File: config.mk
export PLATFORM = sky130hd
export DESIGN_NAME = bmp_stream_to_rgba_decoder_unit
export DESIGN_NICKNAME = d
export VERILOG_FILES = /design/src/design/bmp_dec_pkg.sv /design/src/design/bmp_stream_to_rgba_decoder_unit.sv
export SDC_FILE = /design/constraint.sdc
export NUM_CORES = 1
export LEC_CHECK = 0
export BUFFER_PORTS_ARGS = -buffer_cell sky130_fd_sc_hd__buf_2
export CELL_PAD_IN_SITES_DETAIL_PLACEMENT = 1
export CELL_PAD_IN_SITES_GLOBAL_PLACEMENT = 1
export CORE_MARGIN = 2
export CORE_UTILIZATION = 53
export CTS_CLUSTER_DIAMETER = 200
export DETAILED_ROUTE_END_ITERATION = 6
export PLACE_DENSITY_LB_ADDON = 0.05
export SETUP_SLACK_MARGIN = 0.5
export SYNTH_ARGS = -nofsm -noshare
export SYNTH_HDL_FRONTEND = slang
export SYNTH_SLANG_ARGS = --single-unit
File: constraint.sdc
create_clock -name clk_i -period 17.53 [get_ports clk_i]
set_clock_uncertainty 0.1 [all_clocks]
set_input_delay 3.506 -clock clk_i [delete_from_list [all_inputs] [get_ports clk_i]]
set_output_delay 3.506 -clock clk_i [all_outputs]
set_load 0.02 [all_outputs]
File: src/design/bmp_dec_pkg.sv
`default_nettype none

package bmp_dec_pkg;

  // Default image limits.
  localparam int unsigned MaxWidthDefault  = 4096;
  localparam int unsigned MaxHeightDefault = 4096;

  // File layout: 14-byte file header followed by the 40-byte info header.
  localparam int unsigned HdrBytes      = 54;
  localparam int unsigned SigCheckBytes = 14;

  // Byte offsets of the header fields that the decoder uses.
  localparam int unsigned OffSignature = 0;
  localparam int unsigned OffPixOffset = 10;
  localparam int unsigned OffInfoSize  = 14;
  localparam int unsigned OffWidth     = 18;
  localparam int unsigned OffHeight    = 22;
  localparam int unsigned OffBitCount  = 28;
  localparam int unsigned OffCompress  = 30;

  localparam logic [15:0] BmpSignature = 16'h4d42;
  localparam logic [31:0] MinInfoSize  = 32'd40;

  // Compression modes that the decoder cannot handle.
  localparam logic [31:0] CompRle8     = 32'h01;
  localparam logic [31:0] CompRle4     = 32'h02;
  localparam logic [31:0] CompCmykRle8 = 32'h0c;
  localparam logic [31:0] CompCmykRle4 = 32'h0d;

  localparam logic [15:0] Bits24 = 16'd24;
  localparam logic [15:0] Bits32 = 16'd32;

  localparam logic [7:0] OpaqueAlpha = 8'hFF;

  localparam int unsigned InTdataW   = 8;
  localparam int unsigned OutPayW    = 85;
  localparam int unsigned OutTdataW  = 88;
  localparam int unsigned ErrCodeLsb = 82;

  typedef enum logic [2:0] {
    ErrSignature   = 3'd0,
    ErrHeaderSmall = 3'd1,
    ErrCompressed  = 3'd2,
    ErrSizeRange   = 3'd3,
    ErrBitCount    = 3'd4,
    ErrTruncated   = 3'd5,
    ErrBadOffset   = 3'd6
  } err_code_e;

  typedef enum logic {
    KindPixel = 1'b0,
    KindError = 1'b1
  } result_kind_e;

  // Result payload; the last member sits in the lowest bits.
  typedef struct packed {
    logic [2:0]  error_code;
    logic [12:0] image_height;
    logic [12:0] image_width;
    logic [11:0] pixel_y;
    logic [11:0] pixel_x;
    logic [7:0]  alpha;
    logic [7:0]  blue;
    logic [7:0]  green;
    logic [7:0]  red;
  } out_payload_t;

endpackage

`default_nettype wire

File: src/design/bmp_stream_to_rgba_decoder_unit.sv
`default_nettype none

// Channel   Direction  tdata                              tuser          tlast
// s_axis    in         data_byte                          first_byte     final_byte
// m_axis    out        red..error_code (85 of 88 bits)    result_kind    last
//
// One byte is taken per cycle while s_axis is ready, with no gaps between files or pixels.
// A result appears on m_axis in the cycle after the byte that causes it.
// The single output register decouples the sides: s_axis stays ready while
// that register is empty or is being emptied in the same cycle.
// Reset puts the parser idle; bytes are ignored until one flagged first_byte.

module bmp_stream_to_rgba_decoder_unit #(
  parameter int unsigned MAX_WIDTH  = bmp_dec_pkg::MaxWidthDefault,
  parameter int unsigned MAX_HEIGHT = bmp_dec_pkg::MaxHeightDefault
) (
  input  wire logic                                clk_i,
  input  wire logic                                rst_ni,
  input  wire logic                                s_axis_tvalid_i,
  output logic                                     s_axis_tready_o,
  input  wire logic [bmp_dec_pkg::InTdataW-1:0]    s_axis_tdata_i,   // [7:0] data_byte
  input  wire logic                                s_axis_tuser_i,   // [0] first_byte
  input  wire logic                                s_axis_tlast_i,   // final_byte
  output logic                                     m_axis_tvalid_o,
  input  wire logic                                m_axis_tready_i,
  // [7:0] red, [15:8] green, [23:16] blue, [31:24] alpha, [43:32] pixel_x,
  // [55:44] pixel_y, [68:56] image_width, [81:69] image_height,
  // [84:82] error_code, [87:85] zero
  output logic [bmp_dec_pkg::OutTdataW-1:0]        m_axis_tdata_o,
  output logic                                     m_axis_tuser_o,   // [0] result_kind
  output logic                                     m_axis_tlast_o    // last
);

  import bmp_dec_pkg::*;

  localparam int unsigned ColW = (MAX_WIDTH > 1) ? $clog2(MAX_WIDTH) : 1;
  localparam int unsigned RowW = (MAX_HEIGHT > 1) ? $clog2(MAX_HEIGHT) : 1;

  typedef enum logic [3:0] {
    PhIdle   = 4'b0001,
    PhHeader = 4'b0010,
    PhSkip   = 4'b0100,
    PhPixels = 4'b1000
  } phase_e;

  phase_e          phase_q, phase_d;
  logic [31:0]     pos_q, pos_d;
  logic [23:0]     pix_q, pix_d;
  logic [1:0]      bip_q, bip_d;
  logic [ColW-1:0] col_q, col_d;
  logic [RowW-1:0] row_q, row_d;
  logic [1:0]      pad_q, pad_d;

  // Captured header fields.
  logic [15:0] sig_q;
  logic [31:0] ofs_q;
  logic [31:0] info_q;
  logic [31:0] wid_q;
  logic [31:0] hgt_q;
  logic [15:0] bits_q;
  logic [31:0] comp_q;

  logic         out_valid_q;
  out_payload_t out_pay_q;
  logic         out_kind_q;
  logic         out_last_q;

  logic [7:0] in_byte;
  logic       in_first;
  logic       in_final;
  logic       in_fire;

  phase_e          cur_phase;
  logic [31:0]     cur_pos;
  logic [23:0]     cur_pix;
  logic [1:0]      cur_bip;
  logic [ColW-1:0] cur_col;
  logic [RowW-1:0] cur_row;
  logic [1:0]      cur_pad;
  logic [31:0]     pos_inc;

  logic      is32;
  logic      hdr_bad;
  err_code_e hdr_code;
  logic      complete;
  logic      col_end;
  logic      row_end;
  logic      done;

  logic         res_valid;
  logic         res_kind;
  logic         res_last;
  out_payload_t res_pay;

  assign in_byte  = s_axis_tdata_i;
  assign in_first = s_axis_tuser_i;
  assign in_final = s_axis_tlast_i;

  assign s_axis_tready_o = !out_valid_q || m_axis_tready_i;
  assign in_fire         = s_axis_tvalid_i && s_axis_tready_o;

  // A first byte restarts parsing as if the decoder had just been cleared.
  assign cur_phase = in_first ? PhHeader : phase_q;
  assign cur_pos   = in_first ? '0 : pos_q;
  assign cur_pix   = in_first ? '0 : pix_q;
  assign cur_bip   = in_first ? '0 : bip_q;
  assign cur_col   = in_first ? '0 : col_q;
  assign cur_row   = in_first ? '0 : row_q;
  assign cur_pad   = in_first ? '0 : pad_q;
  assign pos_inc   = cur_pos + 32'd1;

  assign is32 = (bits_q == Bits32);

  always_comb begin
    hdr_bad  = 1'b1;
    hdr_code = ErrHeaderSmall;
    priority if (info_q < MinInfoSize) begin
      hdr_code = ErrHeaderSmall;
    end else if (comp_q == CompRle8 || comp_q == CompRle4 ||
                 comp_q == CompCmykRle8 || comp_q == CompCmykRle4) begin
      hdr_code = ErrCompressed;
    end else if (wid_q == 32'd0 || hgt_q == 32'd0 ||
                 wid_q > 32'(MAX_WIDTH) || hgt_q > 32'(MAX_HEIGHT)) begin
      hdr_code = ErrSizeRange;
    end else if (bits_q != Bits24 && bits_q != Bits32) begin
      hdr_code = ErrBitCount;
    end else if (ofs_q < 32'(HdrBytes)) begin
      hdr_code = ErrBadOffset;
    end else begin
      hdr_bad = 1'b0;
    end
  end

  assign complete = is32 ? (cur_bip == 2'd3) : (cur_bip == 2'd2);
  assign col_end  = ({1'b0, cur_col} + (ColW + 1)'(1)) >= wid_q[ColW:0];
  assign row_end  = ({1'b0, cur_row} + (RowW + 1)'(1)) >= hgt_q[RowW:0];
  assign done     = col_end && row_end;

  always_comb begin
    phase_d   = phase_q;
    pos_d     = pos_q;
    pix_d     = pix_q;
    bip_d     = bip_q;
    col_d     = col_q;
    row_d     = row_q;
    pad_d     = pad_q;
    res_valid = 1'b0;
    res_kind  = KindPixel;
    res_last  = 1'b0;
    res_pay   = '0;

    if (in_fire) begin
      phase_d = cur_phase;
      pos_d   = cur_pos;
      pix_d   = cur_pix;
      bip_d   = cur_bip;
      col_d   = cur_col;
      row_d   = cur_row;
      pad_d   = cur_pad;

      unique case (cur_phase)
        PhIdle: begin
        end
        PhHeader: begin
          pos_d = pos_inc;
          if (pos_inc == 32'(HdrBytes)) begin
            phase_d = (ofs_q == 32'(HdrBytes)) ? PhPixels : PhSkip;
          end
          priority if (pos_inc == 32'(SigCheckBytes) && sig_q != BmpSignature) begin
            res_valid          = 1'b1;
            res_pay.error_code = ErrSignature;
          end else if (pos_inc == 32'(HdrBytes) && hdr_bad) begin
            res_valid          = 1'b1;
            res_pay.error_code = hdr_code;
          end else if (in_final) begin
            res_valid          = 1'b1;
            res_pay.error_code = ErrTruncated;
          end else begin
          end
          if (res_valid) begin
            res_kind = KindError;
            res_last = 1'b1;
            phase_d  = PhIdle;
          end
        end
        PhSkip: begin
          pos_d = pos_inc;
          if (pos_inc == ofs_q) begin
            phase_d = PhPixels;
          end
          if (in_final) begin
            res_valid          = 1'b1;
            res_kind           = KindError;
            res_last           = 1'b1;
            res_pay.error_code = ErrTruncated;
            phase_d            = PhIdle;
          end
        end
        PhPixels: begin
          if (cur_pad != 2'd0) begin
            pad_d = cur_pad - 2'd1;
          end else if (!complete) begin
            unique case (cur_bip)
              2'd0:    pix_d[7:0]   = in_byte;
              2'd1:    pix_d[15:8]  = in_byte;
              default: pix_d[23:16] = in_byte;
            endcase
            bip_d = cur_bip + 2'd1;
          end else begin
            pix_d = '0;
            bip_d = '0;
            res_pay.red          = is32 ? cur_pix[23:16] : in_byte;
            res_pay.green        = cur_pix[15:8];
            res_pay.blue         = cur_pix[7:0];
            res_pay.alpha        = is32 ? in_byte : OpaqueAlpha;
            res_pay.pixel_x      = 12'(cur_col);
            res_pay.pixel_y      = hgt_q[11:0] - 12'd1 - 12'(cur_row);
            res_pay.image_width  = wid_q[12:0];
            res_pay.image_height = hgt_q[12:0];
            if (col_end) begin
              col_d = '0;
              if (!row_end) begin
                row_d = cur_row + RowW'(1);
                pad_d = is32 ? 2'd0 : wid_q[1:0];
              end
            end else begin
              col_d = cur_col + ColW'(1);
            end
            if (!(in_final && !done)) begin
              res_valid = 1'b1;
              res_last  = done;
              if (done) begin
                phase_d = PhIdle;
              end
            end
          end
          // A final byte anywhere before the end of the image truncates it;
          // a pixel completed by that byte is dropped.
          if (in_final && !(complete && cur_pad == 2'd0 && done)) begin
            res_valid = 1'b1;
            res_kind  = KindError;
            res_last  = 1'b1;
            res_pay   = '0;
            res_pay.error_code = ErrTruncated;
            phase_d   = PhIdle;
          end
        end
        default: begin
          phase_d = PhIdle;
        end
      endcase
    end
  end

  always_ff @(posedge clk_i or negedge rst_ni) begin
    if (!rst_ni) begin
      phase_q     <= PhIdle;
      pos_q       <= '0;
      pix_q       <= '0;
      bip_q       <= '0;
      col_q       <= '0;
      row_q       <= '0;
      pad_q       <= '0;
      out_valid_q <= 1'b0;
    end else begin
      phase_q <= phase_d;
      pos_q   <= pos_d;
      pix_q   <= pix_d;
      bip_q   <= bip_d;
      col_q   <= col_d;
      row_q   <= row_d;
      pad_q   <= pad_d;
      if (in_fire && res_valid) begin
        out_valid_q <= 1'b1;
      end else if (m_axis_tready_i) begin
        out_valid_q <= 1'b0;
      end
    end
  end

  always_ff @(posedge clk_i) begin
    if (in_fire && res_valid) begin
      out_pay_q  <= res_pay;
      out_kind_q <= res_kind;
      out_last_q <= res_last;
    end
  end

  // Header bytes land straight in the field registers that use them.
  always_ff @(posedge clk_i) begin
    if (in_fire && cur_phase == PhHeader) begin
      for (int k = 0; k < 2; k++) begin
        if (cur_pos == 32'(OffSignature + k)) sig_q[8*k +: 8] <= in_byte;
        if (cur_pos == 32'(OffBitCount + k))  bits_q[8*k +: 8] <= in_byte;
      end
      for (int k = 0; k < 4; k++) begin
        if (cur_pos == 32'(OffPixOffset + k)) ofs_q[8*k +: 8]  <= in_byte;
        if (cur_pos == 32'(OffInfoSize + k))  info_q[8*k +: 8] <= in_byte;
        if (cur_pos == 32'(OffWidth + k))     wid_q[8*k +: 8]  <= in_byte;
        if (cur_pos == 32'(OffHeight + k))    hgt_q[8*k +: 8]  <= in_byte;
        if (cur_pos == 32'(OffCompress + k))  comp_q[8*k +: 8] <= in_byte;
      end
    end
  end

  assign m_axis_tvalid_o = out_valid_q;
  assign m_axis_tdata_o  = {(OutTdataW - OutPayW)'(0), out_pay_q};
  assign m_axis_tuser_o  = out_kind_q;
  assign m_axis_tlast_o  = out_last_q;

endmodule

`default_nettype wire

-- Word-level counts from Yosys, hierarchy flattened
Cells that the tools add are included.
- bitwise operators: 3
- divide/modulo/power cells: 0
- magnitude comparators: 6
- shift-type cells: 0
- $add $sub $neg: 9
- muxes and demuxes: 84
- reductions and logical operators: 55
- equality and inequality tests: 42
- $mul: 0
- operator list (cell ; count):
    $eq 32x5->1 const B ; 14
    $eq 32x4->1 const B ; 9
    $mux 82 ; 2
    $mux 12 ; 11
    $eq 32x6->1 const B ; 4
    $logic_not 32->1 ; 3
    $mux 24 ; 4
    $mux 85 ; 1
    $eq 32x1->1 const B ; 2
    $gt 32x13->1 const B ; 2
    $lt 32x6->1 const B ; 2
    $mux 32 ; 2
    $reduce_and 2->1 ; 24
    $mux 4 ; 11
    $mux 8 ; 5
    $add 32x1->32 const B ; 1
    $eq 32x2->1 const B ; 1
    $eq 32x32->1 ; 1
    $add 12x1->13 const B ; 2
    $ge 13x13->1 ; 2
    $add 12x1->12 const B ; 2
    $mux 1 ; 24
    $mux 3 ; 8
    $mux 2 ; 11
    other kinds (25) ; 51
- word-level logic and storage cells: 242
- input bits: 14
- RAM bits: 0
- output and inout bits: 92
- register bits after elaboration: 368
- memory bits (read-only): 0
- memories kept: 0
- latch bits: 0

-- Depth between registers and ports, before layout
- depth after elaboration: 16
- gate-level depth with buffers: 23
- gate-level depth less buffers: 17

-- Least setup slack after synthesis
No wires, ideal clock.
- path type: input to register
- start: input s_axis_tuser_i
- end: register out_pay_q, in the netlist m_axis_tdata_o[0], enable pin
- buffers on the path: 7
- path slack: 2.917 ns
- setup time: 0.674 ns
- stages on the path: 19
- data required time: 16.756 ns
- arrival time: 13.839 ns
- path through: clkbuf_1 > inv_1 > clkbuf_1 > clkbuf_1 > clkbuf_1 > clkbuf_1 > nand2_1 > inv_1 > ha_1 > buf_2 > nand2_1 > or4_1 > buf_4 > nor3_2 > nor3_1 > nor4b_2 > o2111a_2 > nand3_1 > a221oi_1
- longest elaborated chain between the ends: 13
- RTL lines (element ; line ; text):
    from (decl) ; bmp_stream_to_rgba_decoder_unit.sv:22 ; input wire logic s_axis_tuser_i,
    $mux 12, on equally long branches ; bmp_stream_to_rgba_decoder_unit.sv:107, bmp_stream_to_rgba_decoder_unit.sv:108 ;
    $add 12x1->13, on equally long branches ; bmp_stream_to_rgba_decoder_unit.sv:135, bmp_stream_to_rgba_decoder_unit.sv:136 ;
    $ge 13x13->1, on equally long branches ; bmp_stream_to_rgba_decoder_unit.sv:135, bmp_stream_to_rgba_decoder_unit.sv:136 ;
    $logic_and 1x1->1 ; bmp_stream_to_rgba_decoder_unit.sv:137 ; assign done = col_end && row_end;
    $logic_not 1->1 ; bmp_stream_to_rgba_decoder_unit.sv:229 ; if (!(in_final && !done)) begin
    $logic_and 1x1->1 ; bmp_stream_to_rgba_decoder_unit.sv:229 ;
    $mux 1 ; bmp_stream_to_rgba_decoder_unit.sv:229 ;
    $mux 1 ; bmp_stream_to_rgba_decoder_unit.sv:202 ; end else if (!complete) begin
    $mux 1 ; bmp_stream_to_rgba_decoder_unit.sv:200 ; if (cur_pad != 2'd0) begin
    $mux 1 ; bmp_stream_to_rgba_decoder_unit.sv:239 ; if (in_final && !(complete && cur_pad == 2'd0 && done)) begin
    $pmux 1 s3 (*) ; bmp_stream_to_rgba_decoder_unit.sv:161 ; unique case (cur_phase)
    $mux 1 (*) ; bmp_stream_to_rgba_decoder_unit.sv:152 ; if (in_fire) begin
    $logic_and 1x1->1 (*) ; bmp_stream_to_rgba_decoder_unit.sv:282 ; if (in_fire && res_valid) begin
    to (signal assigned) ; bmp_stream_to_rgba_decoder_unit.sv:283 ; out_pay_q <= res_pay;
    to (decl) ; bmp_stream_to_rgba_decoder_unit.sv:64 ; out_payload_t out_pay_q;
Mark *: on every way between the ends. The rest lies on a longest branch, timed or not. The select of a mux whose other input is x is not followed.
A chain may end at the register's enable or synchronous reset.

-- Final worst setup path
- start: input s_axis_tuser_i
- end: register out_pay_q, in the netlist m_axis_tdata_o[69], enable pin
The elaborated chain is that of the path after synthesis.

==> results.sh <==
export IMPL_netlist_cell_type_count=85
export IMPL_fmax_ghz=0.121
export IMPL_cts_buffers_inserted=39
export IMPL_initial_core_util_pct=53.7
export IMPL_track_usage_pct=28.1
export IMPL_grt_max_degree=76
export IMPL_numPortBuffers=102
export IMPL_synth_flop_cell="edfxtp_1"
export IMPL_cp_cell_sequence="buf_4 -> inv_1 -> buf_4 -> nand2_1 -> inv_1 -> ha_1 -> nand2_1 -> or4_1 -> nor3_2 -> nor3_1 -> nor4b_2 -> o2111a_2 -> nand3_1 -> a221oi_4 -> buf_4"
export IMPL_crit_path_frequent_cell="buf_4"
export IMPL_clk_path_buf_depth=3
export IMPL_cts_sinks=365
export IMPL_yosys_top_cells_count="edfxtp_1, nor2_1, nand2_1, dfrtp_1"
export IMPL_rows=66
export IMPL_path_class="in -> reg"
export IMPL_hold_buffers=0
export IMPL_synth_area_um2=17400
export IMPL_ios=106
export IMPL_routed_wirelength_um=47700
export IMPL_cp_slowest_cell="or4_1"
export IMPL_synth_largest_area_cell="edfxtp_1"
export IMPL_max_cap_violations=0
export IMPL_dp_hpwl_um=32500
export IMPL_synth_edf_count=276
export IMPL_path_clk_slew_ps=60
export IMPL_fin_nets=1633
export IMPL_cp_num_buf_inv=5
export IMPL_leakage_nw=7.39
export IMPL_coreArea_um2=32400
export IMPL_powerDensity_nw_per_um2=94.7
export IMPL_drc=0
export IMPL_syn2layout_area_growth_pct=12.3
export IMPL_drtAntennaViolNets=0
export IMPL_yosys_warnings=0
export IMPL_drt_first_pass_iters=5
export IMPL_grt_pass1_vias=12900
export IMPL_cts_resized=0
export IMPL_via_per_inst=6.09
export IMPL_status="completed"
export IMPL_synth_top_area_share_pct=47.7
export IMPL_antenna_found_initial=1
export IMPL_startpoint_type="input port"
export IMPL_cts_max_level=2
export IMPL_cts_tree="yes"
export IMPL_dieArea_um2=34200
export IMPL_power_total_mw=1.85
export IMPL_syn_inst=1483
export IMPL_critPathMaxFanout=75
export IMPL_cpPeakStageDelay_ps=730
export IMPL_avgSynthCellArea_um2=11.7
export IMPL_overflow=0
export IMPL_slew_violations=0
export IMPL_gp_congestion=0.948
export IMPL_tightest_slew_ps=1320
export IMPL_synth_seq_cells=365
export IMPL_slew_headroom_pct=10.5
export IMPL_synth_area_leaders="edfxtp_1, dfrtp_1, nor2_1"
export IMPL_peakVddDrop_mv=0.0928
export IMPL_clk_insertion_delay_late_ps=540
export IMPL_critPathCaptureType="flop"
export IMPL_yosysMostFrequentCell="edfxtp_1"
export IMPL_initialDrtViolationCount=773
export IMPL_required_ps=17580
export IMPL_num_vias=12500
export IMPL_rsz0062_at_grt="no"
export IMPL_fin_crit_ps=8270
export IMPL_finalSetupViolCount=0
export IMPL_finalHoldViolations=0
export IMPL_finalCritPeriodShare_pct=47.2
export IMPL_die_x_um=185
export IMPL_seq_area_frac_synth_pct=60.5
export IMPL_fin_setup_tns_ps=0
export IMPL_cp_arrival_ps=8320
export IMPL_cp_top_family="simple AND/OR/NAND/NOR gates"
export IMPL_drive_above_1_share_pct=12.3
export IMPL_die_h_um=185
export IMPL_async_flop_share_pct=24.4
export IMPL_hold_path_class="reg -> reg"
export IMPL_post_cts_buffers=0
export IMPL_grt_pass1_wl_um=72900
export IMPL_post_drt_wl_per_cell_um=23.3
export IMPL_clockRootBuffer="clkbuf_16"
==> logic make-up after synthesis <==
kind of cell	Yosys count	synth area share, %
xor+xnor	70	3.53
flops	365	60.5
buf+inv	132	3.02
mux	15	0.878
fa+ha+maj	46	3.36
compound gates	261	10.5
simple gates	593	18.2
other cells	1	0.0216
==> cell usage in the layout, fill, tap and decap left out, drive strengths merged, types with 5 or more instances in the layout <==
cell type,n
or3,11
ha,45
and4,8
nand2,107
o21ai,72
and2,39
a211oi,5
mux2i,13
a21o,7
a32o,26
a31oi,12
nor3b,11
or4,8
o21a,5
clkinv,13
xnor2,50
clkbuf,52
and3,16
a311oi,7
nand2b,11
nor4,61
nor2,163
o31ai,13
a22o,27
nand3,33
nor3,37
edfxtp,276
nand4,38
buf,115
xor2,20
dfrtp,88
a21oi,46
inv,69
nor2b,34
==> area by class of cell <==
| cell class | instances | area [um^2] |
|---|---|---|
| antenna | 1 | 2.50 |
| timing repair buffer | 115 | 613 |
| multi-input combinational | 988 | 6370 |
| tap | 442 | 553 |
| clock inverter | 20 | 166 |
| sequential | 365 | 10500 |
| fill | 3336 | 12900 |
| inverter | 64 | 240 |
| clock buffer | 52 | 1040 |
==> flip-flops by register name (all words and copies together), names as in the netlist <==
name and cells:
m_axis_tdata_o 85, comp_q 32, hgt_q 32, ofs_q 32, pos_q 32, wid_q 32
info_q 29, pix_q 24, bits_q 16, sig_q 16, col_q 12, row_q 12
phase_q 4, bip_q 2, pad_q 2, m_axis_tlast_o 1, m_axis_tuser_o 1, m_axis_tvalid_o 1
==> worst register-to-register path, delay by kind of cell (launching register included) <==
kind	cells	cell delay (ps)
buffers and inverters	1	190
AOI/OAI and AO/OA	4	910
and+or+nand+nor	7	2170
DFF	1	590
adders and majority gates	2	490
xor gates and xnor gates	1	240
==> per-layer routing <==
| metal | vias to the layer above | routed length [um] | GRT usage (%) |
|---|---|---|---|
| met1 | 6242 | 19500 | 35.5 |
| met2 | 393 | 23700 | 48.6 |
| met4 | 0 | 1920 | 11.4 |
| met5 | - | 0 | 0 |
| li1 | 5735 | - | - |
| met3 | 105 | 2600 | 4.13 |
==> where the power goes <==
part	internal, mW	total (mW)	switching [mW]
clock network	0.452	0.790	0.338
registers	0.940	0.954	0.0138
logic	0.0258	0.103	0.0767
==> worst paths after layout <==
kind                                     start            endpoint  slack, ps  cells after the start
worst max-delay path            s_axis_tuser_i  m_axis_tdata_o[69]       9260                     15
worst min-delay path                 pix_q[22]           pix_q[22]        380                      1
worst max register to register        col_q[0]            row_q[6]      12730                     15
worst min register to register       pix_q[22]           pix_q[22]        380                      1
max in group asynchronous               rst_ni            pix_q[9]      13310                      2
min in group asynchronous               rst_ni           pos_q[31]       2830                      1
==> through the flow <==
stage          util [%]  hold slack (ps)  cells  setup WS (ps)  area [um^2]
3_5_place_dp       56.5              373   1974           8810        18300
4_1_cts            60.3              387   2046           9320        19500
2_1_floorplan         -              358   1485           2920        17400
5_1_grt            60.3              409   2047           8770        19500
6_report           60.3              385   2047           9260        19500
3_3_place_gp       56.5              366   1974           8980        18300
Note: power is estimated with default switching activity, not from simulation.
